### config.mk
export PLATFORM = sky130hd
export DESIGN_NAME = fifo_free_list_allocator
export DESIGN_NICKNAME = d
export VERILOG_FILES = /design/src/rtl/ffla_pkg.sv /design/src/rtl/fifo_free_list_allocator.sv /design/src/rtl/ffla_store.sv
export SDC_FILE = /design/constraint.sdc
export NUM_CORES = 2
export LEC_CHECK = 0
export ABC_AREA = 1
export BUFFER_PORTS_ARGS = -buffer_cell sky130_fd_sc_hd__buf_2
export CAP_MARGIN = 20
export CORE_AREA = 5 5 454 456
export DETAILED_ROUTE_END_ITERATION = 16
export DIE_AREA = 0 0 459 461
export HOLD_SLACK_MARGIN = 0.05
export PLACE_DENSITY = 0.67
export RECOVER_POWER = 100
export SETUP_SLACK_MARGIN = 0.05
export SYNTH_ARGS = -nofsm -noshare
export SYNTH_HDL_FRONTEND = slang
export SYNTH_SLANG_ARGS = --single-unit
### constraint.sdc
create_clock -name clock -period 5.4 [get_ports clock]
set_input_delay 1.08 -clock clock [delete_from_list [all_inputs] [get_ports clock]]
set_output_delay 1.08 -clock clock [all_outputs]
set_load 0.005 [all_outputs]
### src/rtl/ffla_pkg.sv
// ffla_pkg: shared constants, codes and types of the handle pool allocator
// no dependencies; imported by ffla_store and fifo_free_list_allocator
`timescale 1ns / 1ps

package ffla_pkg;

   localparam int POOL_SIZE = 256;
   localparam int HANDLE_W  = 8;
   localparam int PTR_W     = $clog2(POOL_SIZE);
   localparam int COUNT_W   = PTR_W + 1;

   typedef enum logic [1:0] {
      OP_ALLOC     = 2'd0,
      OP_TRY_ALLOC = 2'd1,
      OP_RELEASE   = 2'd2
   } opcode_type;

   typedef enum logic [1:0] {
      ST_OK          = 2'd0,
      ST_NONE        = 2'd1,
      ST_BAD_RELEASE = 2'd2,
      ST_EXHAUSTED   = 2'd3
   } status_type;

   typedef enum logic [1:0] {
      S_CLEAR,
      S_IDLE,
      S_EXEC
   } state_type;

   // access controls for the bitmap and release queue memories
   typedef struct packed {
      logic             map_rd_en;
      logic [PTR_W-1:0] map_rd_addr;
      logic             map_wr_en;
      logic [PTR_W-1:0] map_wr_addr;
      logic             map_wr_data;
      logic             q_rd_en;
      logic [PTR_W-1:0] q_rd_addr;
      logic             q_wr_en;
      logic [PTR_W-1:0] q_wr_addr;
      logic [PTR_W-1:0] q_wr_data;
   } mem_ctl_type;

   // circular pointer advance
   function automatic logic [PTR_W-1:0] ptr_next(input logic [PTR_W-1:0] ptr);
      logic [PTR_W-1:0] res;
      if (ptr == PTR_W'(POOL_SIZE - 1)) begin
         res = '0;
      end else begin
         res = ptr + PTR_W'(1);
      end
      return res;
   endfunction

endpackage

### src/rtl/fifo_free_list_allocator.sv
// fifo_free_list_allocator: handle pool with first-in first-out reuse of released handles
// depends on ffla_pkg and ffla_store
`timescale 1ns / 1ps

// channel   direction  handshake              payload
// req       in         req_tvalid/req_tready  tuser: opcode[1:0]; tdata: handle_in[7:0]
// rsp       out        rsp_tvalid/rsp_tready  tuser: status[1:0]; tdata: handle_out[7:0]
//
// each request is accepted in S_IDLE, where the accepting edge launches the bitmap and queue
// reads; S_EXEC then decides, writes both memories back and loads the result register
// one result register on rsp; a new request is taken while a result still waits
// the decide step holds while the result register is full and not being taken
// after reset a clearing pass over all POOL_SIZE (256) bitmap entries zeroes the bitmap
// with req_tready low

module fifo_free_list_allocator
   import ffla_pkg::*;
(
   input  logic                clock,
   input  logic                reset,

   input  logic                req_tvalid,
   output logic                req_tready,
   input  logic [7:0]          req_tdata,   // handle_in[7:0]
   input  logic [1:0]          req_tuser,   // opcode[1:0]

   output logic                rsp_tvalid,
   input  logic                rsp_tready,
   output logic [HANDLE_W-1:0] rsp_tdata,   // handle_out[7:0]
   output logic [1:0]          rsp_tuser    // status[1:0]
);

   state_type           state_ff, state_in;
   logic [PTR_W-1:0]    clear_idx_ff, clear_idx_in;

   // request captured at acceptance
   logic [1:0]          op_ff;
   logic [PTR_W-1:0]    hin_ff;

   // queue and fresh-handle bookkeeping
   logic [PTR_W-1:0]    head_ff, head_in;
   logic [PTR_W-1:0]    tail_ff, tail_in;
   logic [COUNT_W-1:0]  count_ff, count_in;
   logic [COUNT_W-1:0]  fresh_ff, fresh_in;

   // result register
   logic                rsp_valid_ff, rsp_valid_in;
   logic [HANDLE_W-1:0] rsp_handle_ff, rsp_handle_in;
   logic [1:0]          rsp_status_ff, rsp_status_in;

   mem_ctl_type         mem_ctl;
   logic                map_rd_data;
   logic [PTR_W-1:0]    q_rd_data;

   logic                accept;
   logic                rsp_free;
   logic                exec_done;
   logic                is_alloc;
   logic                queue_empty;
   logic                from_queue;
   logic                from_fresh;
   logic                release_ok;
   logic [PTR_W-1:0]    grant;
   logic [1:0]          status;

   ffla_store u_store (
      .clock       (clock),
      .mem_ctl     (mem_ctl),
      .map_rd_data (map_rd_data),
      .q_rd_data   (q_rd_data)
   );

   assign accept    = req_tvalid && req_tready;
   assign rsp_free  = !rsp_valid_ff || rsp_tready;
   assign exec_done = (state_ff == S_EXEC) && rsp_free;

   // decision on the registered memory reads
   assign is_alloc    = (op_ff == OP_ALLOC) || (op_ff == OP_TRY_ALLOC);
   assign queue_empty = (count_ff == '0);
   assign from_queue  = is_alloc && !queue_empty;
   assign from_fresh  = (op_ff == OP_ALLOC) && queue_empty
                        && (fresh_ff < COUNT_W'(POOL_SIZE));
   // handle_in is never out of range with an 8-bit field and 256 handles
   assign release_ok  = (op_ff == OP_RELEASE) && map_rd_data
                        && (count_ff < COUNT_W'(POOL_SIZE));

   always_comb begin
      grant  = '0;
      status = ST_OK;
      if (from_queue) begin
         grant = q_rd_data;
      end else if (from_fresh) begin
         grant = fresh_ff[PTR_W-1:0];
      end else if (op_ff == OP_TRY_ALLOC) begin
         status = ST_NONE;
      end else if (op_ff == OP_ALLOC) begin
         status = ST_EXHAUSTED;
      end else if (op_ff == OP_RELEASE && !release_ok) begin
         status = ST_BAD_RELEASE;
      end
   end

   // next state
   always_comb begin
      state_in = state_ff;
      case (state_ff)
         S_CLEAR: begin
            if (clear_idx_ff == PTR_W'(POOL_SIZE - 1)) begin
               state_in = S_IDLE;
            end
         end
         S_IDLE: begin
            if (accept) begin
               state_in = S_EXEC;
            end
         end
         S_EXEC: begin
            if (rsp_free) begin
               state_in = S_IDLE;
            end
         end
         default: state_in = S_CLEAR;
      endcase
   end

   // outputs of the sequencer: handshake and memory controls
   always_comb begin
      req_tready          = 1'b0;
      mem_ctl             = '0;
      mem_ctl.map_rd_addr = req_tdata[PTR_W-1:0];
      mem_ctl.q_rd_addr   = head_ff;
      case (state_ff)
         S_CLEAR: begin
            mem_ctl.map_wr_en   = 1'b1;
            mem_ctl.map_wr_addr = clear_idx_ff;
            mem_ctl.map_wr_data = 1'b0;
         end
         S_IDLE: begin
            // ready is high here, so a valid request is a transfer
            req_tready        = 1'b1;
            mem_ctl.map_rd_en = req_tvalid;
            mem_ctl.q_rd_en   = req_tvalid;
         end
         S_EXEC: begin
            if (rsp_free) begin
               if (from_queue || from_fresh) begin
                  mem_ctl.map_wr_en   = 1'b1;
                  mem_ctl.map_wr_addr = grant;
                  mem_ctl.map_wr_data = 1'b1;
               end else if (release_ok) begin
                  mem_ctl.map_wr_en   = 1'b1;
                  mem_ctl.map_wr_addr = hin_ff;
                  mem_ctl.map_wr_data = 1'b0;
                  mem_ctl.q_wr_en     = 1'b1;
                  mem_ctl.q_wr_addr   = tail_ff;
                  mem_ctl.q_wr_data   = hin_ff;
               end
            end
         end
         default: begin
            req_tready = 1'b0;
         end
      endcase
   end

   // bookkeeping and result register next values
   always_comb begin
      clear_idx_in  = clear_idx_ff;
      head_in       = head_ff;
      tail_in       = tail_ff;
      count_in      = count_ff;
      fresh_in      = fresh_ff;
      rsp_valid_in  = rsp_valid_ff && !rsp_tready;
      rsp_handle_in = rsp_handle_ff;
      rsp_status_in = rsp_status_ff;
      if (state_ff == S_CLEAR) begin
         clear_idx_in = ptr_next(clear_idx_ff);
      end
      if (exec_done) begin
         rsp_valid_in  = 1'b1;
         rsp_handle_in = HANDLE_W'(grant);
         rsp_status_in = status;
         if (from_queue) begin
            head_in  = ptr_next(head_ff);
            count_in = count_ff - COUNT_W'(1);
         end else if (from_fresh) begin
            fresh_in = fresh_ff + COUNT_W'(1);
         end else if (release_ok) begin
            tail_in  = ptr_next(tail_ff);
            count_in = count_ff + COUNT_W'(1);
         end
      end
   end

   always_ff @(posedge clock) begin
      if (reset) begin
         state_ff     <= S_CLEAR;
         clear_idx_ff <= '0;
         head_ff      <= '0;
         tail_ff      <= '0;
         count_ff     <= '0;
         fresh_ff     <= '0;
         rsp_valid_ff <= 1'b0;
      end else begin
         state_ff     <= state_in;
         clear_idx_ff <= clear_idx_in;
         head_ff      <= head_in;
         tail_ff      <= tail_in;
         count_ff     <= count_in;
         fresh_ff     <= fresh_in;
         rsp_valid_ff <= rsp_valid_in;
      end
   end

   // payload registers
   always_ff @(posedge clock) begin
      if (accept) begin
         op_ff  <= req_tuser;
         hin_ff <= req_tdata[PTR_W-1:0];
      end
      rsp_handle_ff <= rsp_handle_in;
      rsp_status_ff <= rsp_status_in;
   end

   assign rsp_tvalid = rsp_valid_ff;
   assign rsp_tdata  = rsp_handle_ff;
   assign rsp_tuser  = rsp_status_ff;

endmodule

### src/rtl/ffla_store.sv
// ffla_store: allocated bitmap and release queue memories
// one write and one registered read port each; depends on ffla_pkg
`timescale 1ns / 1ps

module ffla_store
   import ffla_pkg::*;
(
   input  logic             clock,
   input  mem_ctl_type      mem_ctl,
   output logic             map_rd_data,
   output logic [PTR_W-1:0] q_rd_data
);

   logic             map_mem [POOL_SIZE];
   logic [PTR_W-1:0] q_mem   [POOL_SIZE];
   logic             map_rd_ff;
   logic [PTR_W-1:0] q_rd_ff;

   always_ff @(posedge clock) begin
      if (mem_ctl.map_wr_en) begin
         map_mem[mem_ctl.map_wr_addr] <= mem_ctl.map_wr_data;
      end
      if (mem_ctl.map_rd_en) begin
         map_rd_ff <= map_mem[mem_ctl.map_rd_addr];
      end
   end

   always_ff @(posedge clock) begin
      if (mem_ctl.q_wr_en) begin
         q_mem[mem_ctl.q_wr_addr] <= mem_ctl.q_wr_data;
      end
      if (mem_ctl.q_rd_en) begin
         q_rd_ff <= q_mem[mem_ctl.q_rd_addr];
      end
   end

   assign map_rd_data = map_rd_ff;
   assign q_rd_data   = q_rd_ff;

endmodule

==> results.py <==
metrics = {
    "grt": {
        "grt_pass1_wl_um": 400000,
        "grt-ovfl-total": 0,
        "grt_usage_pct": 24.8,
        "grt_use_met3_pct": 4.52,
        "met2_usage_pct": 39.9,
        "gr-usage-met1_pct": 33.9,
        "grt.busiest_layer": "met2",
        "antenna_found_initial": 5,
        "grt_max_degree": 210,
        "grt_pass1_vias": 66100,
    },
    "status": {
        "outcome": "finished, violations left",
        "violations": "max-capacitance violations, max-slew violations",
    },
    "sta": {
        "period_minus_slack_ns": 4.57,
        "clock.fmax_mhz": 219,
        "setup_viol": 0,
        "layout_setup_ws_ns": 0.827,
        "fin_setup_tns_ns": 0,
        "hold_ws_ns": 0.401,
        "drv_slew": 404,
        "hold_viol": 0,
        "worst_pin_slew_ns": 3.81,
        "relSlewSlack_pct": -154,
        "timing.final.crit_share_pct": 84.7,
        "grt_setup_unrepaired": "false",
        "fin_skew_ns": 0.0311,
    },
    "finish": {
        "drive_gt1_share_pct": 5.45,
        "post-route-util_pct": 54.9,
        "finalNetCount": 9307,
        "area_delta_synth_final_pct": 10.2,
        "final_cell_mix": "2333 x nand2_1, 2333 x edfxtp_1, 1677 x nor2_1, 865 x nand3_1, 689 x o21ai_0",
        "layout.cells.non_filler": 12200,
        "finalInstanceArea_mm2": 0.110,
    },
    "placed_design": {
        "place_inst": 11700,
        "postPlaceCellArea_mm2": 0.104,
        "preCtsSetupSlack_ns": 0.782,
        "hpwl_um": 156000,
        "portBuffers": 25,
        "routabilityCongestion": 0.917,
    },
    "route": {
        "dr.pass1.iters": 6,
        "dr_total_vias": 68700,
        "first_iter_violations": 9090,
        "route.detailed.drc": 0,
        "drt-total-wl_um": 268000,
        "ant_nets": 0,
        "avgRoutedWirePerCell_um": 22.0,
        "vias_per_cell": 5.65,
    },
    "clocking": {
        "cts_max_level": 4,
        "cts_root_buffer": "clkbuf_16",
        "clock_sinks": 2378,
        "hold_buffers": 0,
        "cts.repair.resized": 0,
        "clk_pin_slew_ns": 0.06,
        "post_cts_buffers": 0,
        "cts_buffers": 233,
        "clockBufferDepth": 3,
        "cts_tree": "done",
        "clock_latency_ns": 0.87,
    },
    "pwr": {
        "peakVddDrop_v": 0.000365,
        "leakagePower_nw": 43.5,
        "p_per_area_mw_per_mm2": 323,
        "p_total_mw": 35.7,
    },
    "yosys": {
        "synth_top_family_by_area": "simple AND/OR/NAND/NOR gates",
        "synth_compound_area_share_pct": 4.81,
        "ys_types": 44,
        "synth-simple-area-share_pct": 19.8,
        "synth_area_mm2": 0.100,
        "synth_fa_ha_area_share_pct": 0.157,
        "yosys.area.top_type": "edfxtp_1",
        "ys_seq_elements": 2378,
        "ys_seq_area_share_pct": 70.8,
        "synth_top_area_share_pct": 69.9,
        "yosys-top-cells-area": "edfxtp_1 70%, nand2_1 8.7%, nor2_1 6.3%, nand3_1 4.3%, o21ai_0 3.4%",
        "yosysWarnings": 0,
        "avgSynthCellArea_um2": 10.7,
        "synthXorXnorAreaFrac_pct": 0.0699,
        "syn_nets": 9380,
        "synthCells": 9354,
        "synthMuxAreaShare_pct": 0,
    },
    "worst_setup_path": {
        "critPathLaunchType": "flop",
        "critPathMaxStageDelay_ns": 0.92,
        "critical_path.most_common_cell": "inv_1",
        "crit_path_end_kind": "flop",
        "slowest_stage": "clkinvlp_2",
        "path_max_fanout": 28,
        "critical_path_arrival_ns": 5.10,
        "required_ns": 5.93,
        "critical_path_class": "reg2reg",
        "critical_path.cell_chain": "inv_1 > nor2_2 > inv_1 > nor2_4 > inv_1 > nor2_4 > clkbuf_1 > nand2_1 > clkinvlp_2 > clkbuf_2",
    },
    "die": {
        "dieArea_mm2": 0.212,
        "die_w_um": 459,
        "core_mm2": 0.201,
        "ios": 26,
        "initial_core_util_pct": 49.8,
        "die_h_um": 461,
        "rows": 165,
    },
    "min_path": {
        "min_path_type": "in2reg",
    },
    "run": {
        "maxCapViolCount": 6,
    },
}
==> cell families (layout without fill, tap and decap cells) <==
logic type / after synthesis / in the layout
AND/OR/NAND/NOR: 4943 / 4943
flip-flops: 2378 / 2378
buffers and inverters: 1101 / 1231
AO/OA/AOI/OAI: 912 / 912
adder cells (fa/ha/maj): 12 / 12
XOR/XNOR: 8 / 8
other: 0 / 8
==> critical path, delay by kind of cell (launching register included) <==
family | cells | cell delay, ns
DFF | 1 | 0.38
and+or+nand+nor | 4 | 1.03
buffers and inverters | 6 | 2.79
==> final cells by class <==
type | instances | area, µm²
Antenna cell | 8 | 20.0
Clock buffer | 296 | 6140
Clock inverter | 142 | 1130
Fill cell | 16900 | 90800
Inverter | 551 | 2130
Multi-Input combinational cell | 5875 | 24900
Sequential cell | 2378 | 71000
Tap cell | 2672 | 3340
Timing Repair Buffer | 242 | 1840
==> path summary, 6_finish.rpt <==
kind                 from                    to  slack [ns]  cells past startpoint
min reg2reg   fresh_ff[8]           fresh_ff[8]        0.50                      2
max           state_ff[1]  u_store.q_mem[70][0]        0.83                     10
max reg2reg   state_ff[1]  u_store.q_mem[70][0]        0.83                     10
min          req_tuser[1]              op_ff[1]        0.40                      1
==> cell usage after synthesis (all sizes together) <==
library cell  count
nand2          2347
edfxtp         2333
nor2           1686
nand3           867
o21ai           691
inv             545
clkbuf          319
buf             231
a21oi           120
o211ai           75
dfxtp            45
nor3             21
o22ai            13
ha               11
or2              11
a31oi             6
clkinv            6
xnor2             4
xor2              4
nand4             3
a211oi            2
a21o              2
and2              2
nor3b             2
nor4              2
a221oi            1
and3              1
fa                1
nand3b            1
o2111ai           1
o31ai             1
==> registers in the layout, indices dropped and copies added (netlist names), 8 cells and up <==
register,flops
u_store.map_mem,256
hin_ff,8
fresh_ff,9
head_ff,8
u_store.q_mem,2048
rsp_tdata,8
clear_idx_ff,8
u_store.q_rd_data,8
tail_ff,8
count_ff,9
==> metal layers <==
metal | vias up | routed length [µm]
met5 | - | 0
met4 | 0 | 9990
met3 | 558 | 25800
met2 | 3360 | 125000
met1 | 33300 | 107000
li1 | 31500 | -
==> where the power goes <==
part / switching [mW] / internal (mW) / total (mW)
Clock: 6.88 / 8.64 / 15.5
Combinational: 0.171 / 0.0568 / 0.228
Sequential: 0.00250 / 19.9 / 20.0
Total: 7.05 / 28.6 / 35.7
Note: power is estimated with default switching activity, not from simulation.
